`src/olr_pkg.sv`:
```
// olr_pkg: shared types and codes for the octant line rasterizer
// no dependencies; imported by the setup stage, the top level and the checker
`default_nettype none

package olr_pkg;

  // function code of an input beat
  localparam logic FUNC_LOAD = 1'b0;
  localparam logic FUNC_STEP = 1'b1;

  // octant of a line, numbered counterclockwise from the east-north-east one
  typedef enum logic [2:0] {
    OCT_ENE = 3'd0,
    OCT_NNE = 3'd1,
    OCT_NNW = 3'd2,
    OCT_WNW = 3'd3,
    OCT_WSW = 3'd4,
    OCT_SSW = 3'd5,
    OCT_SSE = 3'd6,
    OCT_ESE = 3'd7
  } octant_t;

endpackage

`default_nettype wire

```
`src/olr_line_if.sv`:
```
// olr_line_if: valid/ready channel that carries line loads and step ticks
// standalone; used by octant_line_rasterizer
`default_nettype none

interface olr_line_if #(parameter int COORD_BITS = 12);
  logic                         valid;
  logic                         ready;
  logic                         func;
  logic signed [COORD_BITS-1:0] start_x;
  logic signed [COORD_BITS-1:0] start_y;
  logic signed [COORD_BITS-1:0] end_x;
  logic signed [COORD_BITS-1:0] end_y;

  modport source (output valid, func, start_x, start_y, end_x, end_y, input ready);
  modport sink   (input valid, func, start_x, start_y, end_x, end_y, output ready);
endinterface

`default_nettype wire

```
`src/olr_pixel_if.sv`:
```
// olr_pixel_if: valid/ready channel that carries rasterized pixels
// standalone; used by octant_line_rasterizer
`default_nettype none

interface olr_pixel_if #(parameter int COORD_BITS = 12);
  logic                         valid;
  logic                         ready;
  logic signed [COORD_BITS-1:0] pixel_x;
  logic signed [COORD_BITS-1:0] pixel_y;
  logic                         last_pixel;

  modport source (output valid, pixel_x, pixel_y, last_pixel, input ready);
  modport sink   (input valid, pixel_x, pixel_y, last_pixel, output ready);
endinterface

`default_nettype wire

```
`src/olr_setup.sv`:
```
// olr_setup: line setup, picks the octant and folds the endpoints into the first octant
// depends on olr_pkg
`default_nettype none

module olr_setup import olr_pkg::*; #(
  parameter int COORD_BITS = 12
) (
  input  logic signed [COORD_BITS-1:0] start_x,
  input  logic signed [COORD_BITS-1:0] start_y,
  input  logic signed [COORD_BITS-1:0] end_x,
  input  logic signed [COORD_BITS-1:0] end_y,
  output octant_t                      octant,
  output logic signed [COORD_BITS:0]   walk_major,
  output logic signed [COORD_BITS:0]   walk_minor,
  output logic signed [COORD_BITS:0]   major_end,
  output logic signed [COORD_BITS+2:0] decision,
  output logic        [COORD_BITS:0]   step_east,
  output logic signed [COORD_BITS+1:0] step_northeast,
  output logic                         active
);

  localparam int MW = COORD_BITS + 1;
  localparam int DW = COORD_BITS + 3;

  logic signed [MW-1:0]         sx, sy, ex, ey;
  logic signed [MW-1:0]         dx, dy;
  logic        [MW-1:0]         ax, ay;
  logic                         x_major;
  logic        [COORD_BITS-1:0] ddx, ddy;

  // deltas and their magnitudes, one bit wider than a coordinate
  assign sx = {start_x[COORD_BITS-1], start_x};
  assign sy = {start_y[COORD_BITS-1], start_y};
  assign ex = {end_x[COORD_BITS-1], end_x};
  assign ey = {end_y[COORD_BITS-1], end_y};
  assign dx = ex - sx;
  assign dy = ey - sy;
  assign ax = dx[MW-1] ? $unsigned(-dx) : $unsigned(dx);
  assign ay = dy[MW-1] ? $unsigned(-dy) : $unsigned(dy);
  assign x_major = (ax >= ay);

  // octant from the delta signs, ties go to the x-major octant
  always_comb begin
    unique case ({dx[MW-1], dy[MW-1]})
      2'b00:   octant = x_major ? OCT_ENE : OCT_NNE;
      2'b10:   octant = x_major ? OCT_WNW : OCT_NNW;
      2'b11:   octant = x_major ? OCT_WSW : OCT_SSW;
      default: octant = x_major ? OCT_ESE : OCT_SSE;
    endcase
  end

  // start point mirrored into the first octant
  always_comb begin
    unique case (octant)
      OCT_ENE: begin walk_major = sx;  walk_minor = sy;  end
      OCT_NNE: begin walk_major = sy;  walk_minor = sx;  end
      OCT_NNW: begin walk_major = sy;  walk_minor = -sx; end
      OCT_WNW: begin walk_major = -sx; walk_minor = sy;  end
      OCT_WSW: begin walk_major = -sx; walk_minor = -sy; end
      OCT_SSW: begin walk_major = -sy; walk_minor = -sx; end
      OCT_SSE: begin walk_major = -sy; walk_minor = sx;  end
      default: begin walk_major = sx;  walk_minor = -sy; end
    endcase
  end

  // folded deltas: major is the larger magnitude
  assign ddx = x_major ? ax[COORD_BITS-1:0] : ay[COORD_BITS-1:0];
  assign ddy = x_major ? ay[COORD_BITS-1:0] : ax[COORD_BITS-1:0];

  // end of the walk and midpoint decision terms
  assign major_end      = walk_major + $signed({1'b0, ddx});
  assign decision       = $signed({2'b00, ddy, 1'b0}) - $signed({{(DW-COORD_BITS){1'b0}}, ddx});
  assign step_east      = {ddy, 1'b0};
  assign step_northeast = $signed({1'b0, ddy, 1'b0}) - $signed({1'b0, ddx, 1'b0});
  assign active         = (ddx != '0);

endmodule

`default_nettype wire

```
`src/octant_line_rasterizer.sv`:
```
// Octant line rasterizer: takes one beat per clock while ready is high. A load beat
// (func = 0) latches a line's endpoints; each step tick (func = 1) returns the next pixel
// of the active line, the start point excluded and the end point flagged with last_pixel.
// A tick passes through the input register, then the setup/step logic writes its pixel
// into the output register. Throughput is one pixel per clock while the output is not
// stalled, set by the decision update on the walk registers; ready drops only while the
// output register holds a pixel that is not being taken. A load replaces any active line,
// a zero-length line gives no pixels, and ticks with no active line give nothing.
// depends on olr_pkg, olr_line_if, olr_pixel_if, olr_setup
`default_nettype none

module octant_line_rasterizer import olr_pkg::*; #(
  parameter int COORD_BITS = 12
) (
  input  logic         clk,
  input  logic         rst_n,
  olr_line_if.sink     in_line,
  olr_pixel_if.source  out_pixel
);

  localparam int MW = COORD_BITS + 1;
  localparam int DW = COORD_BITS + 3;
  localparam int NW = COORD_BITS + 2;
  localparam logic signed [MW-1:0] ONE_M = MW'(1);

  // input register
  logic                         s1_valid_r, s1_valid_nxt;
  logic                         s1_func_r;
  logic signed [COORD_BITS-1:0] s1_sx_r, s1_sy_r, s1_ex_r, s1_ey_r;

  // walk state
  logic signed [MW-1:0]         major_r, minor_r, major_end_r;
  logic signed [DW-1:0]         decision_r;
  logic        [MW-1:0]         step_east_r;
  logic signed [NW-1:0]         step_ne_r;
  octant_t                      octant_r;
  logic                         active_r, active_nxt;

  // output register
  logic                         out_valid_r, out_valid_nxt;
  logic signed [COORD_BITS-1:0] out_x_r, out_y_r;
  logic                         out_last_r;

  // setup results
  octant_t                      ld_octant;
  logic signed [MW-1:0]         ld_major, ld_minor, ld_major_end;
  logic signed [DW-1:0]         ld_decision;
  logic        [MW-1:0]         ld_step_east;
  logic signed [NW-1:0]         ld_step_ne;
  logic                         ld_active;

  // step results
  logic                         turn_ne;
  logic signed [DW-1:0]         decision_step;
  logic signed [MW-1:0]         major_step, minor_step;
  logic                         last_step;
  logic signed [MW-1:0]         px, py;

  // handshake
  logic                         in_acc, out_free, s1_load, s1_emit, s1_go;

  olr_setup #(.COORD_BITS(COORD_BITS)) u_setup (
    .start_x        (s1_sx_r),
    .start_y        (s1_sy_r),
    .end_x          (s1_ex_r),
    .end_y          (s1_ey_r),
    .octant         (ld_octant),
    .walk_major     (ld_major),
    .walk_minor     (ld_minor),
    .major_end      (ld_major_end),
    .decision       (ld_decision),
    .step_east      (ld_step_east),
    .step_northeast (ld_step_ne),
    .active         (ld_active)
  );

  // flow control: the held beat moves unless it needs the output register and that is full
  assign out_free  = !out_valid_r || out_pixel.ready;
  assign s1_load   = (s1_func_r == FUNC_LOAD);
  assign s1_emit   = (s1_func_r == FUNC_STEP) && active_r;
  assign s1_go     = s1_valid_r && (!s1_emit || out_free);
  assign in_line.ready = !s1_valid_r || s1_go;
  assign in_acc    = in_line.valid && in_line.ready;

  // one midpoint step
  assign turn_ne       = !decision_r[DW-1];
  assign decision_step = turn_ne ? decision_r + DW'(step_ne_r)
                                 : decision_r + $signed({2'b00, step_east_r});
  assign major_step    = major_r + ONE_M;
  assign minor_step    = turn_ne ? minor_r + ONE_M : minor_r;
  assign last_step     = (major_step >= major_end_r);

  // unfold the new point back into the line's octant
  always_comb begin
    unique case (octant_r)
      OCT_ENE: begin px = major_step;  py = minor_step;  end
      OCT_NNE: begin px = minor_step;  py = major_step;  end
      OCT_NNW: begin px = -minor_step; py = major_step;  end
      OCT_WNW: begin px = -major_step; py = minor_step;  end
      OCT_WSW: begin px = -major_step; py = -minor_step; end
      OCT_SSW: begin px = -minor_step; py = -major_step; end
      OCT_SSE: begin px = minor_step;  py = -major_step; end
      default: begin px = major_step;  py = -minor_step; end
    endcase
  end

  // next control state
  always_comb begin
    s1_valid_nxt = s1_valid_r;
    if (in_acc) begin
      s1_valid_nxt = 1'b1;
    end else if (s1_go) begin
      s1_valid_nxt = 1'b0;
    end

    out_valid_nxt = out_valid_r;
    if (s1_go && s1_emit) begin
      out_valid_nxt = 1'b1;
    end else if (out_pixel.ready) begin
      out_valid_nxt = 1'b0;
    end

    active_nxt = active_r;
    if (s1_go && s1_load) begin
      active_nxt = ld_active;
    end else if (s1_go && s1_emit) begin
      active_nxt = !last_step;
    end
  end

  // control registers
  always_ff @(posedge clk) begin
    if (!rst_n) begin
      s1_valid_r  <= 1'b0;
      out_valid_r <= 1'b0;
      active_r    <= 1'b0;
    end else begin
      s1_valid_r  <= s1_valid_nxt;
      out_valid_r <= out_valid_nxt;
      active_r    <= active_nxt;
    end
  end

  // input beat capture
  always_ff @(posedge clk) begin
    if (in_acc) begin
      s1_func_r <= in_line.func;
      s1_sx_r   <= in_line.start_x;
      s1_sy_r   <= in_line.start_y;
      s1_ex_r   <= in_line.end_x;
      s1_ey_r   <= in_line.end_y;
    end
  end

  // walk state update on load or on a pixel step
  always_ff @(posedge clk) begin
    if (s1_go && s1_load) begin
      octant_r    <= ld_octant;
      major_r     <= ld_major;
      minor_r     <= ld_minor;
      major_end_r <= ld_major_end;
      decision_r  <= ld_decision;
      step_east_r <= ld_step_east;
      step_ne_r   <= ld_step_ne;
    end else if (s1_go && s1_emit) begin
      major_r    <= major_step;
      minor_r    <= minor_step;
      decision_r <= decision_step;
    end
  end

  // output beat
  always_ff @(posedge clk) begin
    if (s1_go && s1_emit) begin
      out_x_r    <= px[COORD_BITS-1:0];
      out_y_r    <= py[COORD_BITS-1:0];
      out_last_r <= last_step;
    end
  end

  assign out_pixel.valid      = out_valid_r;
  assign out_pixel.pixel_x    = out_x_r;
  assign out_pixel.pixel_y    = out_y_r;
  assign out_pixel.last_pixel = out_last_r;

endmodule

`default_nettype wire

```
`src/flat_wrapper.sv`:
```
// flat-port wrapper written by rule: the top's interface ports become plain ports
module octant_line_rasterizer_flat import olr_pkg::*;
#(
  parameter int COORD_BITS = 12
)
  (clk, rst_n, in_line_valid, in_line_func, in_line_start_x, in_line_start_y, in_line_end_x, in_line_end_y, in_line_ready, out_pixel_valid, out_pixel_pixel_x, out_pixel_pixel_y, out_pixel_last_pixel, out_pixel_ready);
  olr_line_if #(.COORD_BITS(COORD_BITS)) in_line_i ();
  olr_pixel_if #(.COORD_BITS(COORD_BITS)) out_pixel_i ();
  input  logic clk;
  input  logic rst_n;
  input wire logic [$bits(in_line_i.valid)-1:0] in_line_valid;
  input wire logic [$bits(in_line_i.func)-1:0] in_line_func;
  input wire logic [$bits(in_line_i.start_x)-1:0] in_line_start_x;
  input wire logic [$bits(in_line_i.start_y)-1:0] in_line_start_y;
  input wire logic [$bits(in_line_i.end_x)-1:0] in_line_end_x;
  input wire logic [$bits(in_line_i.end_y)-1:0] in_line_end_y;
  output wire logic [$bits(in_line_i.ready)-1:0] in_line_ready;
  output wire logic [$bits(out_pixel_i.valid)-1:0] out_pixel_valid;
  output wire logic [$bits(out_pixel_i.pixel_x)-1:0] out_pixel_pixel_x;
  output wire logic [$bits(out_pixel_i.pixel_y)-1:0] out_pixel_pixel_y;
  output wire logic [$bits(out_pixel_i.last_pixel)-1:0] out_pixel_last_pixel;
  input wire logic [$bits(out_pixel_i.ready)-1:0] out_pixel_ready;
  assign in_line_i.valid = in_line_valid;
  assign in_line_i.func = in_line_func;
  assign in_line_i.start_x = in_line_start_x;
  assign in_line_i.start_y = in_line_start_y;
  assign in_line_i.end_x = in_line_end_x;
  assign in_line_i.end_y = in_line_end_y;
  assign in_line_ready = in_line_i.ready;
  assign out_pixel_valid = out_pixel_i.valid;
  assign out_pixel_pixel_x = out_pixel_i.pixel_x;
  assign out_pixel_pixel_y = out_pixel_i.pixel_y;
  assign out_pixel_last_pixel = out_pixel_i.last_pixel;
  assign out_pixel_i.ready = out_pixel_ready;
  octant_line_rasterizer #(.COORD_BITS(COORD_BITS)) u_core (.clk(clk), .rst_n(rst_n), .in_line(in_line_i), .out_pixel(out_pixel_i));
endmodule
```
`config.mk`:
```
export PLATFORM = sky130hd
export DESIGN_NAME = octant_line_rasterizer_flat
export DESIGN_NICKNAME = d
export VERILOG_FILES = /design/src/olr_pkg.sv /design/src/olr_line_if.sv /design/src/olr_pixel_if.sv /design/src/olr_setup.sv /design/src/octant_line_rasterizer.sv /design/src/flat_wrapper.sv
export SDC_FILE = /design/constraint.sdc
export NUM_CORES = 1
export LEC_CHECK = 0
export BUFFER_PORTS_ARGS = -buffer_cell sky130_fd_sc_hd__buf_2
export CORE_ASPECT_RATIO = 1.75
export CORE_MARGIN = 5
export CORE_UTILIZATION = 55
export DETAILED_ROUTE_END_ITERATION = 8
export GPL_ROUTABILITY_DRIVEN = 0
export GPL_TIMING_DRIVEN = 0
export PLACE_DENSITY_LB_ADDON = 0.25
export SETUP_SLACK_MARGIN = 0.05
export SYNTH_ARGS = -nofsm -noshare
export SYNTH_HDL_FRONTEND = slang
export SYNTH_SLANG_ARGS = --single-unit
```
`constraint.sdc`:
```
create_clock -name clk -period 7.53 [get_ports clk]
set_clock_uncertainty 0.15 [all_clocks]
set_input_delay 1.8825 -clock clk [delete_from_list [all_inputs] [get_ports clk]]
set_output_delay 1.8825 -clock clk [all_outputs]
set_load 0.01 [all_outputs]
```
==> summary.txt <==
CP required: 7.58 ns
Power Dens Cells: 567.8 mW/mm²
Crit-path slowest cell: edfxtp_1
highest clock rate: 126.7 MHz
vias: 13740
H-tree depth: 4
number of vias per cell: 6.488
# port buffers: 79
startpoint types: register
max_cap viols: 0
diodes inserted: 0
clk sinks: 157
hold path cells: 2
cell count of the worst reg-to-reg path: 41
fin nets: 1945
RR Endpoint: u_core.major_end_r[12]
Crit path largest cell delay: 0.44 ns
CTS tree: built
fin crit period: 7.891 ns
Rel. slew slack: 0.1798
failing checks: setup timing
vias in the first global route: 13460
Mapped Area: 0.01403 mm²
clk slew on worst S/H paths: 0.07 ns
initial core utilization: 0.5558
dpl ws: -1.222 ns
CP most frequent cell: a21oi_2
first-pass GRT wire length: 68770 µm
GRT Resource Usage Total: 0.3043
Seq/Total Area, Yosys: 0.3339
Post-Syn Area per Cell: 8.813 µm²
max-slew violations: 0
Post-CTS Hold Fix Bufs: 0
Yosys cell types: 96
FFs w/ async S/R, synth: 0
die width: 130.7 µm
leakage: 6.813 nW
maximum VDD drop: 0.2900 mV
post-synth top area share: 0.3296
DRC marker count from the first detailed-route iteration: 1323
YS warnings: 0
top cells by area, synth: edfxtp_1, ha_1, xnor2_1
setup ws final: -0.3614 ns
TritonCTS Buffers: 17
CTS Buffer Depth: 2
placed cells: 1991
post-route core utilization: 0.6748
non-filler cells, final: 2118
largest net degree at the start of global routing: 40
total grt overflow: 0
io pins: 80
Crit. End Element: register
final setup fails: 6
hold path startpoint: u_core.out_pixel.valid
Post-Syn Nets: 1748
cell row count: 77
Hold EP: u_core.out_pixel.valid
Yosys reg bits: 157
DP HPWL: 32690 µm
Die ar.: 0.02893 mm²
Reg-to-Reg Start: u_core.s1_sx_r[0]
Final Hold Viols: 0
RSZ-0062 raised after global routing: yes
R2R setup slack: -0.36 ns
CP Class: register to register
Mapped Cells: 1592
Avg WL per Cell: 21.80 µm
First-pass DRT Iterations: 8
initial antenna violation count: 0
fin crit share: 1.048
Routed Antenna Nets: 0
worst slew pin tran: 1.217 ns
Worst Path Max Fanout: 5
Core ar.: 0.02524 mm²
Crit. Startpoint: u_core.s1_sx_r[0]
Clock Latency Late Sink: 0.46 ns
drt total wl: 46170 µm
Worst Hold Class: register to register
clk root buf: clkbuf_16
arrival time at the worst endpoint: 7.94 ns
Most used DFF post-synth: edfxtp_1
layout cells sized above 1: 0.2347
die extent in y: 221.3 µm
remaining routing DRC violations: 0
Post-synth EDFFs: 154
Area Overhead vs Synth: 21.41%
dominant cell type by area after synthesis: edfxtp_1
outcome: finished, violations left
-- stage by stage --
step	TNS, ns	hold WS (ns)	total power [mW]	instance area [µm²]
5_1_grt	-3.181	0.4265	10.25	17030
2_1_floorplan	0	0.3667	5.738	14110
3_5_place_dp	-9.838	0.3678	7.005	15000
4_1_cts	-0.2667	0.3788	8.844	16580
6_report	-1.152	0.3811	9.672	17030
3_3_place_gp	-9.649	0.3467	6.832	14900
-- worst max-delay path by stage --
stage / end / slack (ns) / cells after the start
floorplan: u_core.major_end_r[12] / 0.09 / 39
global placement: u_core.major_end_r[12] / -1.20 / 36
detailed placement: u_core.major_end_r[12] / -1.22 / 36
CTS: u_core.major_end_r[12] / -0.18 / 40
global route: u_core.major_end_r[12] / -0.61 / 41
finish: u_core.major_end_r[12] / -0.36 / 41
-- repair_timing --
action,4_1_cts,5_1_grt
setup buffers,73,26
resized for setup,87,60
setup endpoints to repair,18,11
gates cloned,1,0
pin swaps,47,49
-- Yosys cell counts (all sizes together) (7+ instances only) --
library cell / number
edfxtp: 154
a21oi: 148
nor2: 141
nand2: 124
inv: 119
o21ai: 104
ha: 98
xnor2: 90
clkbuf: 55
nor3: 54
nand3: 51
xor2: 36
a211oi: 25
mux2: 24
nand2b: 21
a21o: 19
and3: 19
buf: 19
o21a: 19
or3: 18
a31oi: 17
o221ai: 17
nor2b: 16
o211ai: 16
mux2i: 13
o31ai: 13
o21bai: 11
o22ai: 11
or2: 10
o32ai: 9
a32oi: 8
a311oi: 7
-- layer usage --
layer	wire [µm]	global-route usage	up-vias
li1	-	-	6281
met1	15190	0.3106	6339
met2	22890	0.5250	818
met3	3347	0.05647	303
met4	4746	0.2444	0
met5	0	0	-
-- logic make-up after synthesis --
family | after synthesis | share of synthesized area
simple gates | 488 | 0.1676
mux | 39 | 0.03291
buf+inv | 194 | 0.05654
compound gates | 485 | 0.2340
fa+ha+maj | 103 | 0.09453
flops | 157 | 0.3339
xor+xnor | 126 | 0.08053
-- final cells by class --
class,instances,area [µm²]
tap,316,395.4
clock buffer,18,429.2
timing repair buffer,180,1221
clock inverter,14,160.2
buffer,72,385.4
fill,1937,8208
multi-input combinational,1241,9301
inverter,120,456.7
sequential,157,4684
-- where the power goes --
part | switching (mW) | internal [mW] | total, mW
logic | 4.10 | 3.30 | 7.40
clock network | 0.395 | 0.494 | 0.889
registers | 0.0518 | 1.33 | 1.38
-- registers in the layout, indices dropped and copies added (netlist names) --
signal	flops
u_core.out_pixel.pixel_y	12
u_core.active_r	1
u_core.out_pixel.last_pixel	1
u_core.s1_sy_r	12
u_core.out_pixel.valid	1
u_core.step_ne_r	13
u_core.s1_ey_r	12
u_core.octant_r	3
u_core.s1_sx_r	12
u_core.s1_valid_r	1
u_core.major_end_r	13
u_core.s1_func_r	1
u_core.out_pixel.pixel_x	12
u_core.s1_ex_r	12
u_core.major_r	13
u_core.minor_r	12
u_core.step_east_r	12
u_core.decision_r	14
-- worst max-delay path, delay by kind of cell, from the launching register on --
kind / cells / cell delay [ns]
AOI/OAI and AO/OA: 20 / 3.21
adders and majority gates: 5 / 1.33
and+or+nand+nor: 9 / 1.27
buffers and inverters: 4 / 0.55
xor gates and xnor gates: 2 / 0.48
DFF: 1 / 0.44
muxes: 1 / 0.18
-- cell usage in the layout, fill, tap and decap left out, drive strengths merged, types with 18 or more instances in the layout --
cell type and count:
nand2 124, clkbuf 70, edfxtp 154, a211oi 25, ha 98, xor2 36
o21ai 104, inv 123, a21oi 148, a21o 19, nor3 54, nor2 141
o21a 19, xnor2 90, mux2 24, buf 200, or3 18, and3 19
nand2b 21, nand3 51
No activity file was read; power rests on OpenSTA's default activity.
